**src/hdl/lcd_4bit_write_sequencer_defines.svh**
```systemverilog
// Assertion macros for the LCD write sequencer
`ifndef LCD_4BIT_WRITE_SEQUENCER_DEFINES_SVH
`define LCD_4BIT_WRITE_SEQUENCER_DEFINES_SVH

`ifndef SYNTH
`define LCDW_ASSERT(label, clk, rst, prop) \
  label: assert property (@(posedge clk) disable iff (rst) prop) \
    else $error("lcdw assertion failed");
`define LCDW_ASSERT_ALWAYS(label, clk, prop) \
  label: assert property (@(posedge clk) prop) \
    else $error("lcdw assertion failed");
`else
`define LCDW_ASSERT(label, clk, rst, prop)
`define LCDW_ASSERT_ALWAYS(label, clk, prop)
`endif

`endif

```
**src/hdl/lcdw_pkg.sv**
```systemverilog
package lcdw_pkg;

  localparam int CFG_INDEX_BITS = 3;
  localparam int CFG_DATA_BITS  = 20;

  localparam logic [CFG_INDEX_BITS-1:0] CFG_POWER_UP    = 3'd0;
  localparam logic [CFG_INDEX_BITS-1:0] CFG_ENABLE_HIGH = 3'd1;
  localparam logic [CFG_INDEX_BITS-1:0] CFG_SETTLE      = 3'd2;
  localparam logic [CFG_INDEX_BITS-1:0] CFG_LONG_CMD    = 3'd3;
  localparam logic [CFG_INDEX_BITS-1:0] CFG_INIT_FIRST  = 3'd4;
  localparam logic [CFG_INDEX_BITS-1:0] CFG_INIT_SECOND = 3'd5;

  localparam logic [1:0] REQ_TICK   = 2'd0;
  localparam logic [1:0] REQ_WRITE  = 2'd1;
  localparam logic [1:0] REQ_INIT   = 2'd2;
  localparam logic [1:0] REQ_CURSOR = 2'd3;

  // init_step values
  localparam logic [3:0] INIT_NONE        = 4'd0;
  localparam logic [3:0] INIT_POWER       = 4'd1;
  localparam logic [3:0] INIT_FIRST_WAKE  = 4'd2;
  localparam logic [3:0] INIT_SECOND_WAKE = 4'd3;
  localparam logic [3:0] INIT_LAST_WAKE   = 4'd4;
  localparam logic [3:0] INIT_FOUR_BIT    = 4'd5;
  localparam logic [3:0] INIT_FIRST_BYTE  = 4'd6;
  localparam logic [3:0] INIT_LAST        = 4'd9;

  localparam logic [3:0] NIB_WAKE     = 4'h3;
  localparam logic [3:0] NIB_FOUR_BIT = 4'h2;
  localparam logic [7:0] BYTE_CLEAR   = 8'h01;
  localparam logic [7:0] BYTE_HOME    = 8'h02;
  localparam logic [7:0] BYTE_CURSOR  = 8'h80;

  localparam int ENABLE_BITS = 8;
  localparam int SHORT_BITS  = 16;

  typedef struct packed {
    logic [19:0]            power_up_ticks;
    logic [ENABLE_BITS-1:0] enable_high_ticks;
    logic [SHORT_BITS-1:0]  settle_ticks;
    logic [SHORT_BITS-1:0]  long_command_ticks;
    logic [SHORT_BITS-1:0]  init_first_wait_ticks;
    logic [SHORT_BITS-1:0]  init_second_wait_ticks;
  } cfg_t;

  typedef struct packed {
    logic [1:0] command;
    logic [7:0] byte_value;
    logic       is_data;
    logic [7:0] column;
    logic [2:0] row;
  } req_t;

  typedef struct packed {
    logic       rs_pin;
    logic       enable_pin;
    logic [3:0] data_nibble;
    logic       busy_res;
    logic       accepted;
  } res_t;

  typedef enum logic [4:0] {
    PH_IDLE    = 5'b00001,
    PH_POWER   = 5'b00010,
    PH_EN_HIGH = 5'b00100,
    PH_SETTLE  = 5'b01000,
    PH_EXTRA   = 5'b10000
  } phase_t;

  function automatic logic [7:0] row_base(input logic [1:0] r);
    logic [7:0] b;
    unique case (r)
      2'd0: b = 8'h00;
      2'd1: b = 8'h40;
      2'd2: b = 8'h14;
      2'd3: b = 8'h54;
    endcase
    return b;
  endfunction

  function automatic logic [7:0] init_byte(input logic [1:0] i);
    logic [7:0] b;
    unique case (i)
      2'd0: b = 8'h28;
      2'd1: b = 8'h0C;
      2'd2: b = 8'h06;
      2'd3: b = 8'h01;
    endcase
    return b;
  endfunction

endpackage

```
**src/hdl/lcdw_cfg.sv**
```systemverilog
module lcdw_cfg
  import lcdw_pkg::*;
(
  input  logic                      clk,
  input  logic                      rst,
  input  logic                      cfg_write,
  input  logic [CFG_INDEX_BITS-1:0] cfg_index,
  input  logic [CFG_DATA_BITS-1:0]  cfg_data,
  output cfg_t                      cfg
);

  always_ff @(posedge clk) begin
    if (rst) begin
      cfg.power_up_ticks         <= 20'd40000;
      cfg.enable_high_ticks      <= 8'd1;
      cfg.settle_ticks           <= 16'd50;
      cfg.long_command_ticks     <= 16'd2000;
      cfg.init_first_wait_ticks  <= 16'd5000;
      cfg.init_second_wait_ticks <= 16'd150;
    end else if (cfg_write) begin
      unique case (cfg_index)
        CFG_POWER_UP:    cfg.power_up_ticks         <= cfg_data;
        CFG_ENABLE_HIGH: cfg.enable_high_ticks      <= cfg_data[ENABLE_BITS-1:0];
        CFG_SETTLE:      cfg.settle_ticks           <= cfg_data[SHORT_BITS-1:0];
        CFG_LONG_CMD:    cfg.long_command_ticks     <= cfg_data[SHORT_BITS-1:0];
        CFG_INIT_FIRST:  cfg.init_first_wait_ticks  <= cfg_data[SHORT_BITS-1:0];
        CFG_INIT_SECOND: cfg.init_second_wait_ticks <= cfg_data[SHORT_BITS-1:0];
        default: ;
      endcase
    end
  end

endmodule

```
**src/hdl/lcdw_seq.sv**
```systemverilog
module lcdw_seq
  import lcdw_pkg::*;
#(
  parameter int WAIT_BITS = 20
) (
  input  logic clk,
  input  logic rst,
  input  logic step,
  input  req_t req,
  input  cfg_t cfg,
  output res_t res
);
  `include "lcd_4bit_write_sequencer_defines.svh"

  typedef struct packed {
    phase_t               ph;
    logic [3:0]           init_step;
    logic [WAIT_BITS-1:0] wait_count;
    logic [7:0]           held_byte;
    logic                 held_select;
    logic                 second_half;
    logic                 rs_line;
    logic                 enable_line;
    logic [3:0]           nibble_line;
  } seq_state_t;

  seq_state_t state, state_next, s;
  logic       acc;
  logic [2:0] row_sel;
  logic [7:0] cursor_byte;

  function automatic logic [WAIT_BITS-1:0] fit(input logic [31:0] v);
    return v[WAIT_BITS-1:0];
  endfunction

  function automatic seq_state_t start_nibble(input seq_state_t si, input cfg_t c,
                                              input logic [3:0] n);
    seq_state_t r;
    logic [WAIT_BITS-1:0] w;
    r = si;
    w = fit({24'd0, (c.enable_high_ticks == '0) ? 8'd1 : c.enable_high_ticks});
    r.nibble_line = n;
    r.enable_line = 1'b1;
    r.ph = PH_EN_HIGH;
    r.wait_count = (w == '0) ? WAIT_BITS'(1) : w;
    return r;
  endfunction

  function automatic seq_state_t start_byte(input seq_state_t si, input cfg_t c,
                                            input logic [7:0] b, input logic sel);
    seq_state_t r;
    r = si;
    r.held_byte = b;
    r.held_select = sel;
    r.rs_line = sel;
    r.second_half = 1'b0;
    return start_nibble(r, c, b[7:4]);
  endfunction

  function automatic seq_state_t unit_done(input seq_state_t si, input cfg_t c);
    seq_state_t r;
    logic [3:0] ofs;
    r = si;
    if (r.init_step == INIT_NONE || r.init_step >= INIT_LAST) begin
      r.init_step = INIT_NONE;
      r.ph = PH_IDLE;
      r.wait_count = '0;
    end else begin
      r.init_step = r.init_step + 4'd1;
      ofs = r.init_step - INIT_FIRST_BYTE;
      if (r.init_step <= INIT_LAST_WAKE) begin
        r = start_nibble(r, c, NIB_WAKE);
      end else if (r.init_step == INIT_FOUR_BIT) begin
        r = start_nibble(r, c, NIB_FOUR_BIT);
      end else begin
        r = start_byte(r, c, init_byte(ofs[1:0]), 1'b0);
      end
    end
    return r;
  endfunction

  function automatic seq_state_t after_settle(input seq_state_t si, input cfg_t c);
    seq_state_t r;
    logic lone;
    logic [WAIT_BITS-1:0] ex;
    r = si;
    lone = (r.init_step >= INIT_FIRST_WAKE) && (r.init_step <= INIT_FOUR_BIT);
    ex = '0;
    if (!lone && !r.second_half) begin
      r.second_half = 1'b1;
      r = start_nibble(r, c, r.held_byte[3:0]);
    end else begin
      if (r.init_step == INIT_FIRST_WAKE) begin
        ex = fit({16'd0, c.init_first_wait_ticks});
      end else if (r.init_step == INIT_SECOND_WAKE) begin
        ex = fit({16'd0, c.init_second_wait_ticks});
      end else if (!lone && !r.held_select &&
                   (r.held_byte == BYTE_CLEAR || r.held_byte == BYTE_HOME)) begin
        ex = fit({16'd0, c.long_command_ticks});
      end
      if (ex != '0) begin
        r.ph = PH_EXTRA;
        r.wait_count = ex;
      end else begin
        r = unit_done(r, c);
      end
    end
    return r;
  endfunction

  function automatic seq_state_t wait_expired(input seq_state_t si, input cfg_t c);
    seq_state_t r;
    logic [WAIT_BITS-1:0] st;
    r = si;
    st = fit({16'd0, c.settle_ticks});
    if (r.ph == PH_EN_HIGH) begin
      r.enable_line = 1'b0;
      if (st != '0) begin
        r.ph = PH_SETTLE;
        r.wait_count = st;
      end else begin
        r = after_settle(r, c);
      end
    end else if (r.ph == PH_SETTLE) begin
      r = after_settle(r, c);
    end else begin
      r = unit_done(r, c);
    end
    return r;
  endfunction

  assign row_sel     = (req.row > 3'd3) ? 3'd0 : req.row;
  assign cursor_byte = BYTE_CURSOR | (row_base(row_sel[1:0]) + req.column);

  always_comb begin
    s = state;
    acc = 1'b0;
    if (s.ph == PH_IDLE && req.command != REQ_TICK) begin
      acc = 1'b1;
      unique case (req.command)
        REQ_TICK: ;
        REQ_WRITE: begin
          s.init_step = INIT_NONE;
          s = start_byte(s, cfg, req.byte_value, req.is_data);
        end
        REQ_INIT: begin
          s.init_step = INIT_POWER;
          s.rs_line = 1'b0;
          s.enable_line = 1'b0;
          if (fit({12'd0, cfg.power_up_ticks}) != '0) begin
            s.ph = PH_POWER;
            s.wait_count = fit({12'd0, cfg.power_up_ticks});
          end else begin
            s = unit_done(s, cfg);
          end
        end
        REQ_CURSOR: begin
          s.init_step = INIT_NONE;
          s = start_byte(s, cfg, cursor_byte, 1'b0);
        end
      endcase
    end

    res.rs_pin      = s.rs_line;
    res.enable_pin  = s.enable_line;
    res.data_nibble = s.nibble_line;
    res.busy_res    = (s.ph != PH_IDLE);
    res.accepted    = acc;

    if (s.ph != PH_IDLE) begin
      if (s.wait_count != '0) s.wait_count = s.wait_count - WAIT_BITS'(1);
      if (s.wait_count == '0) s = wait_expired(s, cfg);
    end
    state_next = s;
  end

  always_ff @(posedge clk) begin
    if (rst) begin
      state <= '{ph: PH_IDLE, default: '0};
    end else if (step) begin
      state <= state_next;
    end
  end

  `LCDW_ASSERT(a_enable_only_high_phase, clk, rst,
    state.enable_line |-> state.ph == PH_EN_HIGH)
  `LCDW_ASSERT(a_idle_is_clean, clk, rst,
    state.ph == PH_IDLE |-> state.wait_count == '0 && state.init_step == INIT_NONE)
  `LCDW_ASSERT(a_busy_has_wait, clk, rst,
    state.ph != PH_IDLE |-> state.wait_count != '0)
  `LCDW_ASSERT(a_request_starts, clk, rst,
    step && state.ph == PH_IDLE && req.command != REQ_TICK |=> state.ph != PH_IDLE)
  `LCDW_ASSERT(a_init_step_range, clk, rst,
    state.init_step <= INIT_LAST)

endmodule

```
**src/hdl/lcd_4bit_write_sequencer.sv**
```systemverilog
// Character LCD write sequencer, 4-bit bus, RW held low.
// Input channel (in_valid/in_stall/in_data): one transaction is one time tick,
// carrying a request code (tick, write byte, run init, set cursor) and its
// operands. A request is taken only while the sequencer is idle; otherwise it
// is ignored and the tick still counts.
// Output channel (out_valid/out_stall/out_data): one transaction per input
// transaction, holding the RS, E and D7..D4 levels of that tick, busy and
// whether the request was taken.
// The result register is loaded on input acceptance; one tick
// is taken every cycle while the output side keeps up. When the receiver
// stalls with a result pending, in_stall is raised and the tick count halts.
// Timings come from the configuration registers (cfg_write/cfg_index/cfg_data)
// and must be written only while idle; the block itself does not enforce this.
// Reset (synchronous) restores the default timings, returns the sequencer to
// idle with all pins low and empties the result register.
module lcd_4bit_write_sequencer
  import lcdw_pkg::*;
#(
  parameter int WAIT_BITS = 20
) (
  input  logic                      clk,
  input  logic                      rst,
  input  logic                      in_valid,
  output logic                      in_stall,
  input  req_t                      in_data,
  output logic                      out_valid,
  input  logic                      out_stall,
  output res_t                      out_data,
  input  logic                      cfg_write,
  input  logic [CFG_INDEX_BITS-1:0] cfg_index,
  input  logic [CFG_DATA_BITS-1:0]  cfg_data
);

  cfg_t cfg;
  res_t res;
  logic take;

  assign in_stall = out_valid && out_stall;
  assign take     = in_valid && !in_stall;

  lcdw_cfg u_cfg (
    .clk       (clk),
    .rst       (rst),
    .cfg_write (cfg_write),
    .cfg_index (cfg_index),
    .cfg_data  (cfg_data),
    .cfg       (cfg)
  );

  lcdw_seq #(
    .WAIT_BITS (WAIT_BITS)
  ) u_seq (
    .clk  (clk),
    .rst  (rst),
    .step (take),
    .req  (in_data),
    .cfg  (cfg),
    .res  (res)
  );

  always_ff @(posedge clk) begin
    if (rst) begin
      out_valid <= 1'b0;
    end else if (take) begin
      out_valid <= 1'b1;
    end else if (!out_stall) begin
      out_valid <= 1'b0;
    end
  end

  always_ff @(posedge clk) begin
    if (take) begin
      out_data <= res;
    end
  end

endmodule
```
**config.mk**
```make
export PLATFORM = sky130hd
export DESIGN_NAME = lcd_4bit_write_sequencer
export DESIGN_NICKNAME = d
export VERILOG_FILES = /design/src/hdl/lcdw_pkg.sv /design/src/hdl/lcdw_cfg.sv /design/src/hdl/lcdw_seq.sv /design/src/hdl/lcd_4bit_write_sequencer.sv
export VERILOG_INCLUDE_DIRS = /design/src /design/src/hdl
export SDC_FILE = /design/constraint.sdc
export NUM_CORES = 1
export LEC_CHECK = 0
export BUFFER_PORTS_ARGS = -buffer_cell sky130_fd_sc_hd__buf_2
export CORE_MARGIN = 2
export CORE_UTILIZATION = 30
export DETAILED_ROUTE_END_ITERATION = 12
export PLACE_DENSITY_LB_ADDON = 0.12
export REMOVE_ABC_BUFFERS = 1
export SLEW_MARGIN = 0
export SYNTH_ARGS = -nofsm -noshare
export SYNTH_HDL_FRONTEND = slang
export SYNTH_SLANG_ARGS = --single-unit
export TNS_END_PERCENT = 20
```
**constraint.sdc**
```tcl
create_clock -name clk -period 6 [get_ports clk]
set_input_delay 1.2 -clock clk [delete_from_list [all_inputs] [get_ports clk]]
set_output_delay 1.2 -clock clk [all_outputs]
set_load 0.01 [all_outputs]
```
Word-level counts from Yosys, hierarchy flattened. Index checks and enable logic that the tools add are counted.

Flip-flop bits (word level): 146. Bits of input ports: 50. Word-level logic and storage cells: 137. Output and inout port bits: 10.

Equal/unequal tests: 24. Reduce and logical (&&, ||, !) cells: 32. $add $sub $neg: 4. Mux-type cells: 51. $lt $le $gt $ge: 5.

Operators by type and width (number): $mux W20 (16); $mux W45 (7); $mux W16 (9); $pmux W45 S3 (1); $reduce_bool A20 Y1 (4); $pmux W8 S4 (1); $pmux W7 S4 (1); $mux W27 (1); $logic_not A20 Y1 (1); $mux W5 (4); $sub A20 B1 Y20 const B (1); $logic_not A8 Y1 (2); $mux W8 (2); $reduce_bool A16 Y1 (1); $eq A2 B2 Y1 const B (6); $mux W4 (3); $reduce_and A2 Y1 (6); $eq A4 B2 Y1 const B (2); $eq A8 B1 Y1 const B (1); $eq A8 B2 Y1 const B (1); $le A4 B3 Y1 const B (2); $add A7 B7 Y7 (1); $logic_and A1 B1 Y1 (7); $eq A2 B1 Y1 const B (3); other kinds (23) (33).

Logic depth before layout (Yosys ltp).
Depth after elaboration: 27. Gate-level depth with buffers: 22.

Modules after synthesis. A second synthesis with hierarchy kept.

Cell total of the unflattened synthesis: 1142. Area, all modules: 9434.0 um2.

Modules (own cells, without submodules): lcdw_seq (area each 5437.7 um2, cells an instance 783, instances 1); lcdw_cfg (area each 3709.8 um2, cells an instance 346, instances 1); lcd_4bit_write_sequencer (area each 286.5 um2, cells an instance 13, instances 1).

Worst setup path before layout. OpenSTA, ideal clock, no wires.

Path kind: input-to-reg. Start point: input port in_data[20] (netlist bit). End point: register u_seq.state[8] (netlist bit). Data required time: 5.926 ns. Library setup time: 0.074 ns. Arrival: 5.251 ns. Cell stages on the path: 22. Slack: 0.674 ns. Path buffers: 5. Path through: buf_2 > or2_1 > nand3_4 > inv_2 > buf_6 > buf_2 > and3_1 > a21oi_1 > o21a_1 > ha_1 > o31a_1 > o211ai_1 > or4_1 > buf_2 > nand2_1 > nor4_2 > xor2_1 > nand4_4 > or3_1 > clkbuf_2 > or4_1 > a31oi_1.

Longest elaborated chain between the ends: 23. Elaborated cells on any way between the ends: 68. Those cells by class: 3 x add/sub; 4 x order compare; 14 x eq/ne; 30 x mux; 17 x reduce/logical.

Ends and longest elaborated chain: start, declared (line lcd_4bit_write_sequencer.sv:25) `input req_t in_data,`; $eq A2 B2 Y1 (tied with other cells) (line lcdw_seq.sv:140) `unique case (req.command)`; $pmux W45 S3 / $logic_and A1 B1 Y1 (equally long branches) (line lcdw_seq.sv:140, lcdw_seq.sv:138); $mux W45 * (line lcdw_seq.sv:138) `if (s.ph == PH_IDLE && req.command != REQ_TICK) begin`; $ge A4 B2 Y1 / $le A4 B3 Y1 (equally long branches) (line lcdw_seq.sv:87) `lone = (r.init_step >= INIT_FIRST_WAKE) && (r.init_step <= INIT_FOUR_BIT);`; $logic_and A1 B1 Y1 (line lcdw_seq.sv:87); $logic_not A1 Y1 (line lcdw_seq.sv:89, lcdw_seq.sv:97); $logic_and A1 B1 Y1 (2 in a row) (line lcdw_seq.sv:97) `end else if (!lone && !r.held_select &&`; $mux W16 (line lcdw_seq.sv:97); [6 not listed]; $mux W20 (line lcdw_seq.sv:170) `if (s.ph != PH_IDLE) begin`; $reduce_bool A20 Y1 (line lcdw_seq.sv:101) `if (ex != '0) begin`; $mux W16 (line lcdw_seq.sv:101); $mux W45 (line lcdw_seq.sv:89) `if (!lone && !r.second_half) begin`; $mux W45 / $mux W16 (equally long branches) (line lcdw_seq.sv:124, lcdw_seq.sv:118); $mux W45 (line lcdw_seq.sv:116) `if (r.ph == PH_EN_HIGH) begin`; $mux W45 (line lcdw_seq.sv:172) `if (s.wait_count == '0) s = wait_expired(s, cfg);`; $mux W45 * (line lcdw_seq.sv:170); end signal, assigned (line lcdw_seq.sv:181) `state <= state_next;`; end, declared (line lcdw_seq.sv:27) `seq_state_t state, state_next, s;`.

Every way passes the cells marked *; elsewhere a longest branch is shown, timed or not. The select of a mux whose other input is x is not followed. A chain may end at the register's enable or synchronous reset.

Worst setup path after layout. Ends and elaborated chain as after synthesis.

==> run_summary.xml <==
<?xml version="1.0" encoding="UTF-8"?>
<metrics>
  <group name="run_status">
    <metric name="run_status" unit="">completed</metric>
  </group>
  <group name="logic_synthesis">
    <metric name="netlist-cell-type-count" unit="">95</metric>
    <metric name="synthTopCellsByArea" unit="">sky130_fd_sc_hd__dfxtp_1 (31%), sky130_fd_sc_hd__nand2_1 (10%), sky130_fd_sc_hd__a21oi_1 (7.4%)</metric>
    <metric name="top_reg_cell_synth" unit="">sky130_fd_sc_hd__dfxtp_1</metric>
    <metric name="postSynthAreaPerCell" unit="sq um">7.61</metric>
    <metric name="synth_seq_area_share" unit="%">33.2</metric>
    <metric name="synth_enable_flop_cells" unit="">8</metric>
    <metric name="yosysWarningCount" unit="">0</metric>
    <metric name="synth_largest_type_area_fraction" unit="%">30.6</metric>
    <metric name="total_of_flip_flops_plus_latches_after_synthesis" unit="">146</metric>
    <metric name="synth_cells" unit="">1187</metric>
    <metric name="synthDominantAreaCellType" unit="">sky130_fd_sc_hd__dfxtp_1</metric>
    <metric name="postSynth.asyncResetShare" unit="%">0</metric>
    <metric name="synth_area" unit="sq um">9030</metric>
  </group>
  <group name="floorplanning">
    <metric name="core-area" unit="sq um">29600</metric>
    <metric name="placementRows" unit="">63</metric>
    <metric name="die_x" unit="um">178</metric>
    <metric name="die_height" unit="um">178</metric>
    <metric name="initial_util" unit="%">30.5</metric>
    <metric name="die_area" unit="sq um">31500</metric>
    <metric name="io-pin-count" unit="">60</metric>
  </group>
  <group name="setup_path">
    <metric name="critical_path.slowest_cell" unit="">sky130_fd_sc_hd__or4_1</metric>
    <metric name="crit_fanout" unit="">11</metric>
    <metric name="regToRegEndpoint" unit="">u_seq.state[8]</metric>
    <metric name="end_kind" unit="">register</metric>
    <metric name="critical_path.top_delay_family" unit="">simple AND/OR/NAND/NOR gates</metric>
    <metric name="critical_path.cell_chain" unit="">buf_2 &gt; or2_1 &gt; nand3_4 &gt; inv_2 &gt; and3_1 &gt; a21oi_1 &gt; o21a_1 &gt; ha_1 &gt; o31a_1 &gt; o211ai_1 &gt; or4_1 &gt; o2111ai_1 &gt; nor4_1 &gt; xnor2_2 &gt; nand4_4 &gt; or3_1 &gt; or4_1 &gt; a31oi_1</metric>
    <metric name="arrival" unit="ns">5.62</metric>
    <metric name="worstSetupStartpointType" unit="">input port</metric>
    <metric name="startpoint" unit="">in_data[20]</metric>
    <metric name="regToRegSetupSlack" unit="ns">0.91</metric>
    <metric name="critical-path-top-cell-by-count" unit="">sky130_fd_sc_hd__or4_1</metric>
    <metric name="critical_path.reg2reg.startpoint" unit="">u_cfg.cfg[80]</metric>
    <metric name="worst-path-stages" unit="">18</metric>
    <metric name="required_arrival_time_at_the_worst_endpoint" unit="ns">6.36</metric>
    <metric name="r2r.worst_path.cells" unit="">16</metric>
    <metric name="worst_path_largest_cell_delay" unit="ns">0.64</metric>
    <metric name="crit_buf_inv" unit="">2</metric>
    <metric name="worst-setup-path-type" unit="">in -&gt; reg</metric>
  </group>
  <group name="timing">
    <metric name="fin_crit_sh" unit="%">87.7</metric>
    <metric name="totalNegativeSetupSlack" unit="ns">0</metric>
    <metric name="final-hold-violation-count" unit="">0</metric>
    <metric name="fin_worst_skew" unit="ns">0.0116</metric>
    <metric name="timing_worst_slew_pin_value" unit="ns">1.10</metric>
    <metric name="hold_slack_final" unit="ns">0.457</metric>
    <metric name="layout_setup_ws" unit="ns">0.739</metric>
    <metric name="timing.final.setup_violations" unit="">0</metric>
    <metric name="count_of_final_max_slew_check_failures" unit="">0</metric>
    <metric name="grt_setup_unrepaired" unit="">no</metric>
    <metric name="maxClockFrequency" unit="MHz">190</metric>
    <metric name="max-slew-margin-rel" unit="%">26.2</metric>
    <metric name="time_the_final_worst_path_needs_with_i_o_delays_and_setup" unit="ns">5.26</metric>
  </group>
  <group name="layout">
    <metric name="final-instance-count-excl-fill" unit="">1651</metric>
    <metric name="final_area" unit="sq um">10600</metric>
    <metric name="final_layout_size_suffix_gt1_share" unit="%">16.1</metric>
    <metric name="diodes" unit="">0</metric>
    <metric name="area_growth" unit="%">17.0</metric>
    <metric name="final_core_util" unit="%">35.7</metric>
    <metric name="layout.nets" unit="">1309</metric>
  </group>
  <group name="clock_network">
    <metric name="cts.repair_timing.setup_buffer_count" unit="">0</metric>
    <metric name="insertion_delay" unit="ns">0.44</metric>
    <metric name="clock-sinks" unit="">146</metric>
    <metric name="h-tree-depth" unit="">4</metric>
    <metric name="post_cts.resized_instances" unit="">0</metric>
    <metric name="tritoncts" unit="">yes</metric>
    <metric name="clockRootBuffer" unit="">sky130_fd_sc_hd__clkbuf_16</metric>
    <metric name="cts_buffers" unit="">17</metric>
    <metric name="ctsHoldBuffers" unit="">0</metric>
    <metric name="max-clock-path-buffers" unit="">2</metric>
    <metric name="cts.clk_slew.worst_paths" unit="ns">0.07</metric>
  </group>
  <group name="placement">
    <metric name="number_of_placed_cells_counting_well_taps" unit="">1620</metric>
    <metric name="gp_congestion" unit="">0.893</metric>
    <metric name="port-buffer-count" unit="">58</metric>
    <metric name="detailedPlacementHpwl" unit="um">27200</metric>
    <metric name="place_worst_setup_slack" unit="ns">0.297</metric>
    <metric name="place_area" unit="sq um">9960</metric>
  </group>
  <group name="power">
    <metric name="internal-power" unit="mW">2.04</metric>
    <metric name="switchingPower" unit="mW">1.13</metric>
    <metric name="static-leakage-power" unit="nW">3.82</metric>
    <metric name="seq_power_share" unit="%">33.9</metric>
    <metric name="p_clk_share" unit="%">36.4</metric>
    <metric name="power_per_cell_area" unit="nW/um^2">299</metric>
    <metric name="netSwitchingFraction" unit="%">35.7</metric>
    <metric name="vdd_drop_max" unit="V">0.000145</metric>
    <metric name="p_comb_share" unit="%">29.7</metric>
    <metric name="post-layout-total-power" unit="mW">3.17</metric>
  </group>
  <group name="drt">
    <metric name="via_per_inst" unit="">5.74</metric>
    <metric name="ant_nets" unit="">0</metric>
    <metric name="route.final.wire_length" unit="um">36400</metric>
    <metric name="detailroute.via_count" unit="">9479</metric>
    <metric name="detail_route.first_pass.iterations" unit="">7</metric>
    <metric name="post_drt_wl_per_cell" unit="um">22.0</metric>
    <metric name="first_iter_violations" unit="">869</metric>
    <metric name="remaining_drc_errors" unit="">0</metric>
  </group>
  <group name="global_routing">
    <metric name="grt_max_degree" unit="">68</metric>
    <metric name="overflow" unit="">0</metric>
    <metric name="grt_util_all_layers" unit="%">23.7</metric>
    <metric name="grt_pass1_vias" unit="">9081</metric>
    <metric name="grt_first_pass_wirelength" unit="um">56600</metric>
    <metric name="initial_antenna_violation_count" unit="">0</metric>
  </group>
  <group name="min_path">
    <metric name="hold_path_startpoint" unit="">u_seq.state[5]</metric>
    <metric name="hold_depth" unit="">2</metric>
    <metric name="min_path_type" unit="">reg -&gt; reg</metric>
    <metric name="timing.hold.worst_endpoint" unit="">u_seq.state[5]</metric>
  </group>
  <group name="job">
    <metric name="drv_cap" unit="">0</metric>
  </group>
</metrics>
==> Yosys cell counts (17+ instances only) <==
cell,count
sky130_fd_sc_hd__mux2i_1,17
sky130_fd_sc_hd__nor3_1,34
sky130_fd_sc_hd__nand2_1,249
sky130_fd_sc_hd__clkbuf_1,59
sky130_fd_sc_hd__a21oi_1,133
sky130_fd_sc_hd__dfxtp_1,138
sky130_fd_sc_hd__o21ai_0,59
sky130_fd_sc_hd__a31oi_1,18
sky130_fd_sc_hd__nor4_1,28
sky130_fd_sc_hd__a22o_1,17
sky130_fd_sc_hd__nand3_1,43
sky130_fd_sc_hd__nor2_1,73
==> worst min-delay path, stage by stage, from the launching register on <==
cell	delay, ns
sky130_fd_sc_hd__dfxtp_1	0.31
sky130_fd_sc_hd__nand2_1	0.05
sky130_fd_sc_hd__a21oi_1	0.05
==> power groups by stage <==
stage               Combinational, mW  Sequential, mW  Clock [mW]
floorplan                       0.570            1.08           0
global placement                0.927            1.09           0
detailed placement              0.925            1.09           0
CTS                             0.929            1.07        1.17
global route                     1.02            1.08        1.22
finish                          0.941            1.07        1.15
==> layout by cell type, fill, tap and decap left out, drive strengths merged, types with 7 or more instances in the layout <==
cell,count
a211oi,16
a21oi,133
a22o,17
a22oi,16
a31oi,18
a32o,7
and2,10
and3,10
buf,120
clkbuf,19
dfxtp,138
edfxtp,8
ha,10
inv,20
mux2i,17
nand2,249
nand2b,8
nand3,44
nand4,15
nor2,74
nor2b,8
nor3,37
nor4,36
o211ai,10
o21a,9
o21ai,65
o221ai,8
o22ai,7
or4,7
xnor2,14
==> per-layer routing <==
metal  track usage, %  share of wire (%)
met3             3.26                6.1
met4             5.57                1.6
met5                0                  0
met1             33.8                 47
met2             37.8                 46
==> flip-flops by register name (all words and copies together) (netlist names) <==
signal	count
u_seq.state	45
u_cfg.cfg	92
out_data	8
out_valid	1
==> kinds of logic (layout without fill, tap and decap cells) <==
family                   Yosys count  after routing  share of synthesized area [%]
AO/OA/AOI/OAI                    372            372                           27.7
flip-flops                       146            146                           33.2
adder cells (fa/ha/maj)           10             10                           1.38
XOR/XNOR                          17             17                           1.73
multiplexers                      22             22                           2.51
buffers and inverters             91            165                           4.22
AND/OR/NAND/NOR                  529            529                           29.2
==> layout make-up <==
type                            instances  area (sq um)
Clock inverter                         12           170
Sequential cell                       146          3000
Clock buffer                           19           443
Multi-Input combinational cell        950          5660
Inverter                               14          52.6
Timing Repair Buffer                  120           758
Fill cell                            3219         19100
Tap cell                              390           488
==> how the worst max path moves through the flow <==
stage	end	slack [ns]
2_1_floorplan	u_seq.state[2]	0.45
3_3_place_gp	u_seq.state[8]	0.31
3_5_place_dp	u_seq.state[8]	0.30
4_1_cts	u_seq.state[8]	0.73
5_1_grt	u_seq.state[8]	0.45
6_report	u_seq.state[8]	0.74
(Power assumes the default switching activity.)
